$ cat src/design/lcdsc_pkg.sv
// Shared types and constants for the LCD scanline status controller.
package lcdsc_pkg;

   // Scanline event codes.
   localparam logic [1:0] ACT_LINE_END  = 2'd0;
   localparam logic [1:0] ACT_OAM_START = 2'd1;
   localparam logic [1:0] ACT_XFER_START = 2'd2;
   localparam logic [1:0] ACT_HDMA_LOAD = 2'd3;

   // LCD mode codes.
   localparam logic [1:0] MODE_HBLANK = 2'd0;
   localparam logic [1:0] MODE_VBLANK = 2'd1;
   localparam logic [1:0] MODE_OAM    = 2'd2;
   localparam logic [1:0] MODE_XFER   = 2'd3;

   // Status interrupt enable bit positions.
   localparam int STAT_EN_HBLANK = 0;
   localparam int STAT_EN_VBLANK = 1;
   localparam int STAT_EN_OAM    = 2;
   localparam int STAT_EN_LYC    = 3;

   // Configuration register indexes.
   localparam logic [2:0] CSR_LCD_ENABLE  = 3'd0;
   localparam logic [2:0] CSR_LYC_VALUE   = 3'd1;
   localparam logic [2:0] CSR_STAT_MASK   = 3'd2;
   localparam logic [2:0] CSR_COLOR_MODE  = 3'd3;
   localparam logic [2:0] CSR_HDMA_HBLANK = 3'd4;

   localparam int CSR_INDEX_W = 3;
   localparam int CSR_DATA_W  = 8;

   // HDMA address shaping.
   localparam logic [15:0] HDMA_SRC_MASK  = 16'hfff0;
   localparam logic [15:0] HDMA_DEST_MASK = 16'h1ff0;
   localparam logic [15:0] HDMA_VRAM_BASE = 16'h8000;
   localparam logic [15:0] HDMA_BLOCK_BYTES = 16'd16;

   typedef struct packed {
      logic       lcd_enable;
      logic [7:0] lyc_value;
      logic [3:0] stat_irq_mask;
      logic       color_mode;
      logic       hdma_hblank_mode;
   } cfg_type;

   typedef struct packed {
      logic [7:0]  line_count;
      logic [1:0]  mode_bits;
      logic        match_flag;
      logic [15:0] frame_counter;
      logic [15:0] dma_source_addr;
      logic [15:0] dma_dest_addr;
      logic [7:0]  dma_blocks_left;
      logic        dma_idle;
   } state_type;

   typedef struct packed {
      logic [1:0]  action;
      logic [15:0] load_source;
      logic [15:0] load_dest;
      logic [7:0]  load_blocks;
   } req_type;

   typedef struct packed {
      logic [7:0]  current_line;
      logic [1:0]  lcd_mode;
      logic        lyc_match;
      logic        vblank_irq;
      logic        stat_irq;
      logic        render_request;
      logic        block_valid;
      logic [15:0] block_source;
      logic [15:0] block_dest;
      logic        dma_finished;
      logic [15:0] frames_done;
   } rsp_type;

endpackage

$ cat src/design/lcd_scanline_status_controller.sv
// Top level of the LCD scanline status controller.
// A transaction accepted into the input register moves on into the result register, where
// rsp_valid rises, once the result register is free.
// Throughput: one transaction per cycle unless the result channel stalls; the single
// state update between input and result register sets that figure.
// Reset: synchronous, active high; empties both registers, loads default settings and state.
module lcd_scanline_status_controller #(
   parameter int LINES_PER_FRAME = 154,
   parameter int VISIBLE_LINES   = 144
) (
   input  logic                                  clock,
   input  logic                                  reset,
   // Configuration write port.
   input  logic                                  csr_write,
   input  logic [lcdsc_pkg::CSR_INDEX_W-1:0]     csr_index,
   input  logic [lcdsc_pkg::CSR_DATA_W-1:0]      csr_wdata,
   // Event channel.
   input  logic                                  req_valid,
   output logic                                  req_stall,
   input  logic [1:0]                            req_action,
   input  logic [15:0]                           req_load_source,
   input  logic [15:0]                           req_load_dest,
   input  logic [7:0]                            req_load_blocks,
   // Result channel.
   output logic                                  rsp_valid,
   input  logic                                  rsp_stall,
   output logic [7:0]                            rsp_current_line,
   output logic [1:0]                            rsp_lcd_mode,
   output logic                                  rsp_lyc_match,
   output logic                                  rsp_vblank_irq,
   output logic                                  rsp_stat_irq,
   output logic                                  rsp_render_request,
   output logic                                  rsp_block_valid,
   output logic [15:0]                           rsp_block_source,
   output logic [15:0]                           rsp_block_dest,
   output logic                                  rsp_dma_finished,
   output logic [15:0]                           rsp_frames_done
);
   import lcdsc_pkg::*;

   cfg_type   cfg_ff, cfg_in;
   state_type state_ff, state_in;
   req_type   req_ff;
   rsp_type   rsp_ff, rsp_in;
   logic      req_valid_ff, req_valid_in;
   logic      rsp_valid_ff, rsp_valid_in;
   logic      advance;
   logic      req_take;

   // Configuration register writes.
   always_comb begin
      cfg_in = cfg_ff;
      if (csr_write) begin
         case (csr_index)
            CSR_LCD_ENABLE:  cfg_in.lcd_enable       = csr_wdata[0];
            CSR_LYC_VALUE:   cfg_in.lyc_value        = csr_wdata[7:0];
            CSR_STAT_MASK:   cfg_in.stat_irq_mask    = csr_wdata[3:0];
            CSR_COLOR_MODE:  cfg_in.color_mode       = csr_wdata[0];
            CSR_HDMA_HBLANK: cfg_in.hdma_hblank_mode = csr_wdata[0];
            default:         cfg_in = cfg_ff;
         endcase
      end
   end

   // Handshake: the input register moves on whenever the result register is free.
   assign advance      = req_valid_ff && (!rsp_valid_ff || !rsp_stall);
   assign req_stall    = req_valid_ff && !advance;
   assign req_take     = req_valid && !req_stall;
   assign req_valid_in = req_take || (req_valid_ff && !advance);
   assign rsp_valid_in = advance || (rsp_valid_ff && rsp_stall);

   lcdsc_step #(
      .LINES_PER_FRAME(LINES_PER_FRAME),
      .VISIBLE_LINES  (VISIBLE_LINES)
   ) u_step (
      .cfg(cfg_ff),
      .cur(state_ff),
      .req(req_ff),
      .nxt(state_in),
      .rsp(rsp_in)
   );

   // Control and state registers.
   always_ff @(posedge clock) begin
      if (reset) begin
         cfg_ff       <= '{lcd_enable: 1'b1, lyc_value: 8'd0, stat_irq_mask: 4'd0,
                           color_mode: 1'b0, hdma_hblank_mode: 1'b0};
         state_ff     <= '{line_count: 8'd0, mode_bits: MODE_VBLANK, match_flag: 1'b1,
                           frame_counter: 16'd0, dma_source_addr: 16'd0,
                           dma_dest_addr: 16'd0, dma_blocks_left: 8'd0,
                           dma_idle: 1'b1};
         req_valid_ff <= 1'b0;
         rsp_valid_ff <= 1'b0;
      end else begin
         cfg_ff       <= cfg_in;
         req_valid_ff <= req_valid_in;
         rsp_valid_ff <= rsp_valid_in;
         if (advance) begin
            state_ff <= state_in;
         end
      end
   end

   // Payload registers.
   always_ff @(posedge clock) begin
      if (req_take) begin
         req_ff <= '{action: req_action, load_source: req_load_source,
                     load_dest: req_load_dest, load_blocks: req_load_blocks};
      end
      if (advance) begin
         rsp_ff <= rsp_in;
      end
   end

   assign rsp_valid          = rsp_valid_ff;
   assign rsp_current_line   = rsp_ff.current_line;
   assign rsp_lcd_mode       = rsp_ff.lcd_mode;
   assign rsp_lyc_match      = rsp_ff.lyc_match;
   assign rsp_vblank_irq     = rsp_ff.vblank_irq;
   assign rsp_stat_irq       = rsp_ff.stat_irq;
   assign rsp_render_request = rsp_ff.render_request;
   assign rsp_block_valid    = rsp_ff.block_valid;
   assign rsp_block_source   = rsp_ff.block_source;
   assign rsp_block_dest     = rsp_ff.block_dest;
   assign rsp_dma_finished   = rsp_ff.dma_finished;
   assign rsp_frames_done    = rsp_ff.frames_done;

endmodule

$ cat src/design/lcdsc_step.sv
// Next-state and result logic for one scanline event transaction.
module lcdsc_step #(
   parameter int LINES_PER_FRAME = 154,
   parameter int VISIBLE_LINES   = 144
) (
   input  lcdsc_pkg::cfg_type   cfg,
   input  lcdsc_pkg::state_type cur,
   input  lcdsc_pkg::req_type   req,
   output lcdsc_pkg::state_type nxt,
   output lcdsc_pkg::rsp_type   rsp
);
   import lcdsc_pkg::*;

   localparam logic [8:0] LinesPerFrameW = 9'(LINES_PER_FRAME);
   localparam logic [7:0] VisibleLinesW  = 8'(VISIBLE_LINES);

   logic [8:0] line_inc;
   logic       line_wrap;
   logic [7:0] line_new;
   logic [7:0] blocks_dec;
   logic       hdma_go;

   // Line advance with wrap at the end of the frame.
   assign line_inc   = {1'b0, cur.line_count} + 9'd1;
   assign line_wrap  = (line_inc >= LinesPerFrameW);
   assign line_new   = line_wrap ? 8'(line_inc - LinesPerFrameW) : line_inc[7:0];
   assign blocks_dec = cur.dma_blocks_left - 8'd1;
   assign hdma_go    = cfg.color_mode && !cur.dma_idle && cfg.hdma_hblank_mode;

   always_comb begin
      nxt = cur;
      rsp = '0;
      if (cfg.lcd_enable) begin
         case (req.action)
            ACT_LINE_END: begin
               nxt.line_count = line_new;
               if (line_wrap) begin
                  nxt.frame_counter = cur.frame_counter + 16'd1;
               end
               // Line compare match.
               nxt.match_flag = (line_new == cfg.lyc_value);
               if (nxt.match_flag && cfg.stat_irq_mask[STAT_EN_LYC]) begin
                  rsp.stat_irq = 1'b1;
               end
               if (line_new == VisibleLinesW) begin
                  nxt.mode_bits  = MODE_VBLANK;
                  rsp.vblank_irq = 1'b1;
                  if (cfg.stat_irq_mask[STAT_EN_VBLANK]) begin
                     rsp.stat_irq = 1'b1;
                  end
               end else if (line_new < VisibleLinesW) begin
                  nxt.mode_bits = MODE_HBLANK;
                  // One HDMA block per visible-line HBLANK.
                  if (hdma_go) begin
                     rsp.block_valid     = 1'b1;
                     rsp.block_source    = cur.dma_source_addr & HDMA_SRC_MASK;
                     rsp.block_dest      = (cur.dma_dest_addr & HDMA_DEST_MASK)
                                           | HDMA_VRAM_BASE;
                     nxt.dma_source_addr = cur.dma_source_addr + HDMA_BLOCK_BYTES;
                     nxt.dma_dest_addr   = cur.dma_dest_addr + HDMA_BLOCK_BYTES;
                     nxt.dma_blocks_left = blocks_dec;
                     if (blocks_dec == 8'd0) begin
                        nxt.dma_idle     = 1'b1;
                        rsp.dma_finished = 1'b1;
                     end
                  end
                  if (cfg.stat_irq_mask[STAT_EN_HBLANK]) begin
                     rsp.stat_irq = 1'b1;
                  end
               end
            end
            ACT_OAM_START: begin
               nxt.mode_bits = MODE_OAM;
               if (cfg.stat_irq_mask[STAT_EN_OAM]) begin
                  rsp.stat_irq = 1'b1;
               end
            end
            ACT_XFER_START: begin
               nxt.mode_bits      = MODE_XFER;
               rsp.render_request = 1'b1;
            end
            ACT_HDMA_LOAD: begin
               nxt.dma_source_addr = req.load_source;
               nxt.dma_dest_addr   = req.load_dest;
               nxt.dma_blocks_left = req.load_blocks;
               nxt.dma_idle        = (req.load_blocks == 8'd0);
            end
            default: begin
               nxt = cur;
            end
         endcase
      end
      // Visible state after the event.
      rsp.current_line = nxt.line_count;
      rsp.lcd_mode     = nxt.mode_bits;
      rsp.lyc_match    = nxt.match_flag;
      rsp.frames_done  = nxt.frame_counter;
   end

endmodule

$ cat config.mk
export PLATFORM = sky130hd
export DESIGN_NAME = lcd_scanline_status_controller
export DESIGN_NICKNAME = d
export VERILOG_FILES = /design/src/design/lcdsc_pkg.sv /design/src/design/lcd_scanline_status_controller.sv /design/src/design/lcdsc_step.sv
export SDC_FILE = /design/constraint.sdc
export NUM_CORES = 1
export LEC_CHECK = 0
export ABC_AREA = 1
export BUFFER_PORTS_ARGS = -buffer_cell sky130_fd_sc_hd__buf_2
export CAP_MARGIN = 20
export CELL_PAD_IN_SITES_DETAIL_PLACEMENT = 0
export CELL_PAD_IN_SITES_GLOBAL_PLACEMENT = 1
export CORE_UTILIZATION = 48
export CTS_CLUSTER_SIZE = 14
export DETAILED_ROUTE_END_ITERATION = 10
export GPL_TIMING_DRIVEN = 0
export HOLD_SLACK_MARGIN = 0.1
export PLACE_DENSITY_LB_ADDON = 0.1
export RECOVER_POWER = 100
export REMOVE_ABC_BUFFERS = 1
export SLEW_MARGIN = 15
export SYNTH_ARGS = -nofsm -noshare
export SYNTH_HDL_FRONTEND = slang
export SYNTH_HIERARCHICAL = 1
export SYNTH_SLANG_ARGS = --single-unit
$ cat constraint.sdc
create_clock -name clock -period 7.15 [get_ports clock]
set_clock_uncertainty 0.15 [all_clocks]
set_input_delay 2.145 -clock clock [delete_from_list [all_inputs] [get_ports clock]]
set_output_delay 2.145 -clock clock [all_outputs]
set_load 0.02 [all_outputs]
==> impl_metrics.yaml <==
grt:
  grt_usage_pct: 22.55
  grt_pass1_vias: 7048
  grt_pass1_wl_mm: 35.28
  overflow: 0
  antenna_found_initial: 0
  grt_max_degree: 122
clock_network:
  clk_pin_slew_ns: 0.07
  clockRootBuffer: "clkbuf_16"
  tritoncts: "done"
  postCtsResizedCells: 0
  cts_max_path_buffers: 2
  htreeDepth: 4
  clock_sinks: 169
  hold_buffers: 0
  clk_latency_ns: 0.43
  numCtsBuffers: 17
  cts_setup_buffers: 0
pwr:
  p_total_mw: 2.414
  powerDensity_nw_per_um2: 238.5
  peakVddDrop_mv: 0.1715
  power.leakage_nw: 4.128
synth:
  synth_cells: 1173
  avgSynthCellArea_sq_um: 7.931
  yosysWarnings: 6
  syn-cell-area_sq_um: 9303
placement:
  dp_hpwl_mm: 13.09
  dp_cells: 1452
  pre_cts_slack_ns: 2.156
  place_area_sq_um: 9617
  gp_congestion: 0.8382
  port_buffers: 112
sta:
  rsz0062_at_grt: "no"
  holdWs_ns: 0.3343
  final-setup-viol-count: 0
  relSlewSlack_pct: -83.94
  period_needed_ns: 5.636
  hold_viol: 0
  fmax_mhz: 177.4
  finalSetupTns_ns: 0
  tightest_slew_ns: 2.744
  post-route-period-util_pct: 78.82
  drv_slew: 195
  setup_slack_ns: 1.514
detailed_routing:
  drt_iter0_drc: 440
  route.detailed.drc: 0
  viasPerCell: 5.114
  antenna_left: 0
  vias: 7595
  wl_per_cell_um: 14.63
  wirelength_mm: 21.72
  first_pass_iters: 5
status:
  failed_checks: "max-capacitance violations, max-slew violations"
  status: "finished with violations"
layout:
  final_area_sq_um: 10120
  fin_cells: 1485
  area_growth_pct: 8.797
  diodes: 0
  final_util_pct: 53.75
  layout-drive-gt1-share_pct: 8.735
  final_nets: 1284
  fillers: 1918
floorplanning:
  dieArea_sq_um: 19940
  die_h_um: 141.2
  die_x_um: 141.2
  rows: 50
  io_pins: 124
  start_util_pct: 49.40
  core-area_sq_um: 18830
setup_path:
  critPathKind: "primary input to flip-flop"
  slowest_delay_ns: 2.03
  rrSetupSlack_ns: 1.60
  cp-start-kind: "primary input"
  critPathBufInv: 2
  arrival_ns: 4.94
  cp_slowest_cell: "clkinvlp_4"
  critPathCaptureType: "flip-flop"
  path_max_fanout: 121
  cp.required_ns: 6.45
  crit_chain: "buf_2 > nand2_1 > nand2_4 > clkinvlp_4"
  path_delay_family: "buffers and inverters"
hold_path:
  hold_class: "flip-flop to flip-flop"
job:
  drv_cap: 2
==> cell usage in the layout (no fill, tap or decap), types with 17 or more instances in the layout <==
| cell type | count |
|---|---|
| clkbuf_1 | 69 |
| edfxtp_1 | 95 |
| nand3_1 | 159 |
| dfxtp_1 | 74 |
| nor2_1 | 222 |
| nand2_1 | 145 |
| clkbuf_16 | 17 |
| xor2_1 | 31 |
| o21ai_0 | 84 |
| buf_2 | 43 |
| inv_1 | 97 |
| a21oi_1 | 65 |
==> area by class of cell <==
| class | count | area [sq um] | share of cell area, % |
|---|---|---|---|
| flip-flops and latches | 169 | 4334 | 42.82 |
| multi-input cells | 806 | 3948 | 39.00 |
| repair buffers | 115 | 524.3 | 5.180 |
| clock buffers | 17 | 425.4 | 4.203 |
| inverters | 103 | 391.6 | 3.869 |
| well taps | 260 | 325.3 | 3.214 |
| clock inverters | 15 | 172.7 | 1.706 |
==> metal layers <==
layer / part of all wire (%) / track usage [%] / vias to the layer above / routed length, um
met1: 49 / 30.12 / 3525 / 10570
met2: 46 / 37.94 / 159 / 10060
met5: 0 / 0 / - / 0
li1: - / - / 3896 / -
met3: 4.0 / 3.227 / 15 / 879
met4: 0.98 / 6.636 / 0 / 212
==> worst register-to-register path: cells and delay by family (launching register included) <==
| kind | cells | cell delay [ns] |
|---|---|---|
| buffers and inverters | 4 | 1.30 |
| adder cells (fa/ha/maj) | 2 | 0.45 |
| AO/OA/AOI/OAI | 1 | 0.29 |
| AND/OR/NAND/NOR | 9 | 2.70 |
| flip-flops | 1 | 0.52 |
==> power by group <==
part,internal (mW),switching (mW)
Sequential,1.09,0.0414
Clock,0.501,0.425
Combinational,0.118,0.242
==> path summary, 6_finish.rpt <==
check | depth (start not counted) | from | to
min reg2reg | 2 | state_ff[59]$_SDFFE_PP0P_ | state_ff[59]$_SDFFE_PP0P_
min | 2 | state_ff[59]$_SDFFE_PP0P_ | state_ff[59]$_SDFFE_PP0P_
max reg2reg | 16 | state_ff[60]$_SDFFE_PP0P_ | state_ff[58]$_SDFFE_PP1P_
max | 4 | rsp_stall | rsp_frames_done[5]$_DFFE_PP_
==> sequential cells by signal, summed over array words and instances (netlist names) <==
signal / flops
state_ff: 57
rsp_vblank_irq: 1
rsp_frames_done: 16
rsp_render_request: 1
rsp_valid: 1
rsp_lyc_match: 1
req_ff: 31
rsp_current_line: 8
rsp_block_source: 16
rsp_dma_finished: 1
rsp_block_dest: 16
rsp_lcd_mode: 2
req_valid_ff: 1
rsp_block_valid: 1
rsp_stat_irq: 1
cfg_ff: 15
Note: power is estimated with default switching activity, not from simulation.
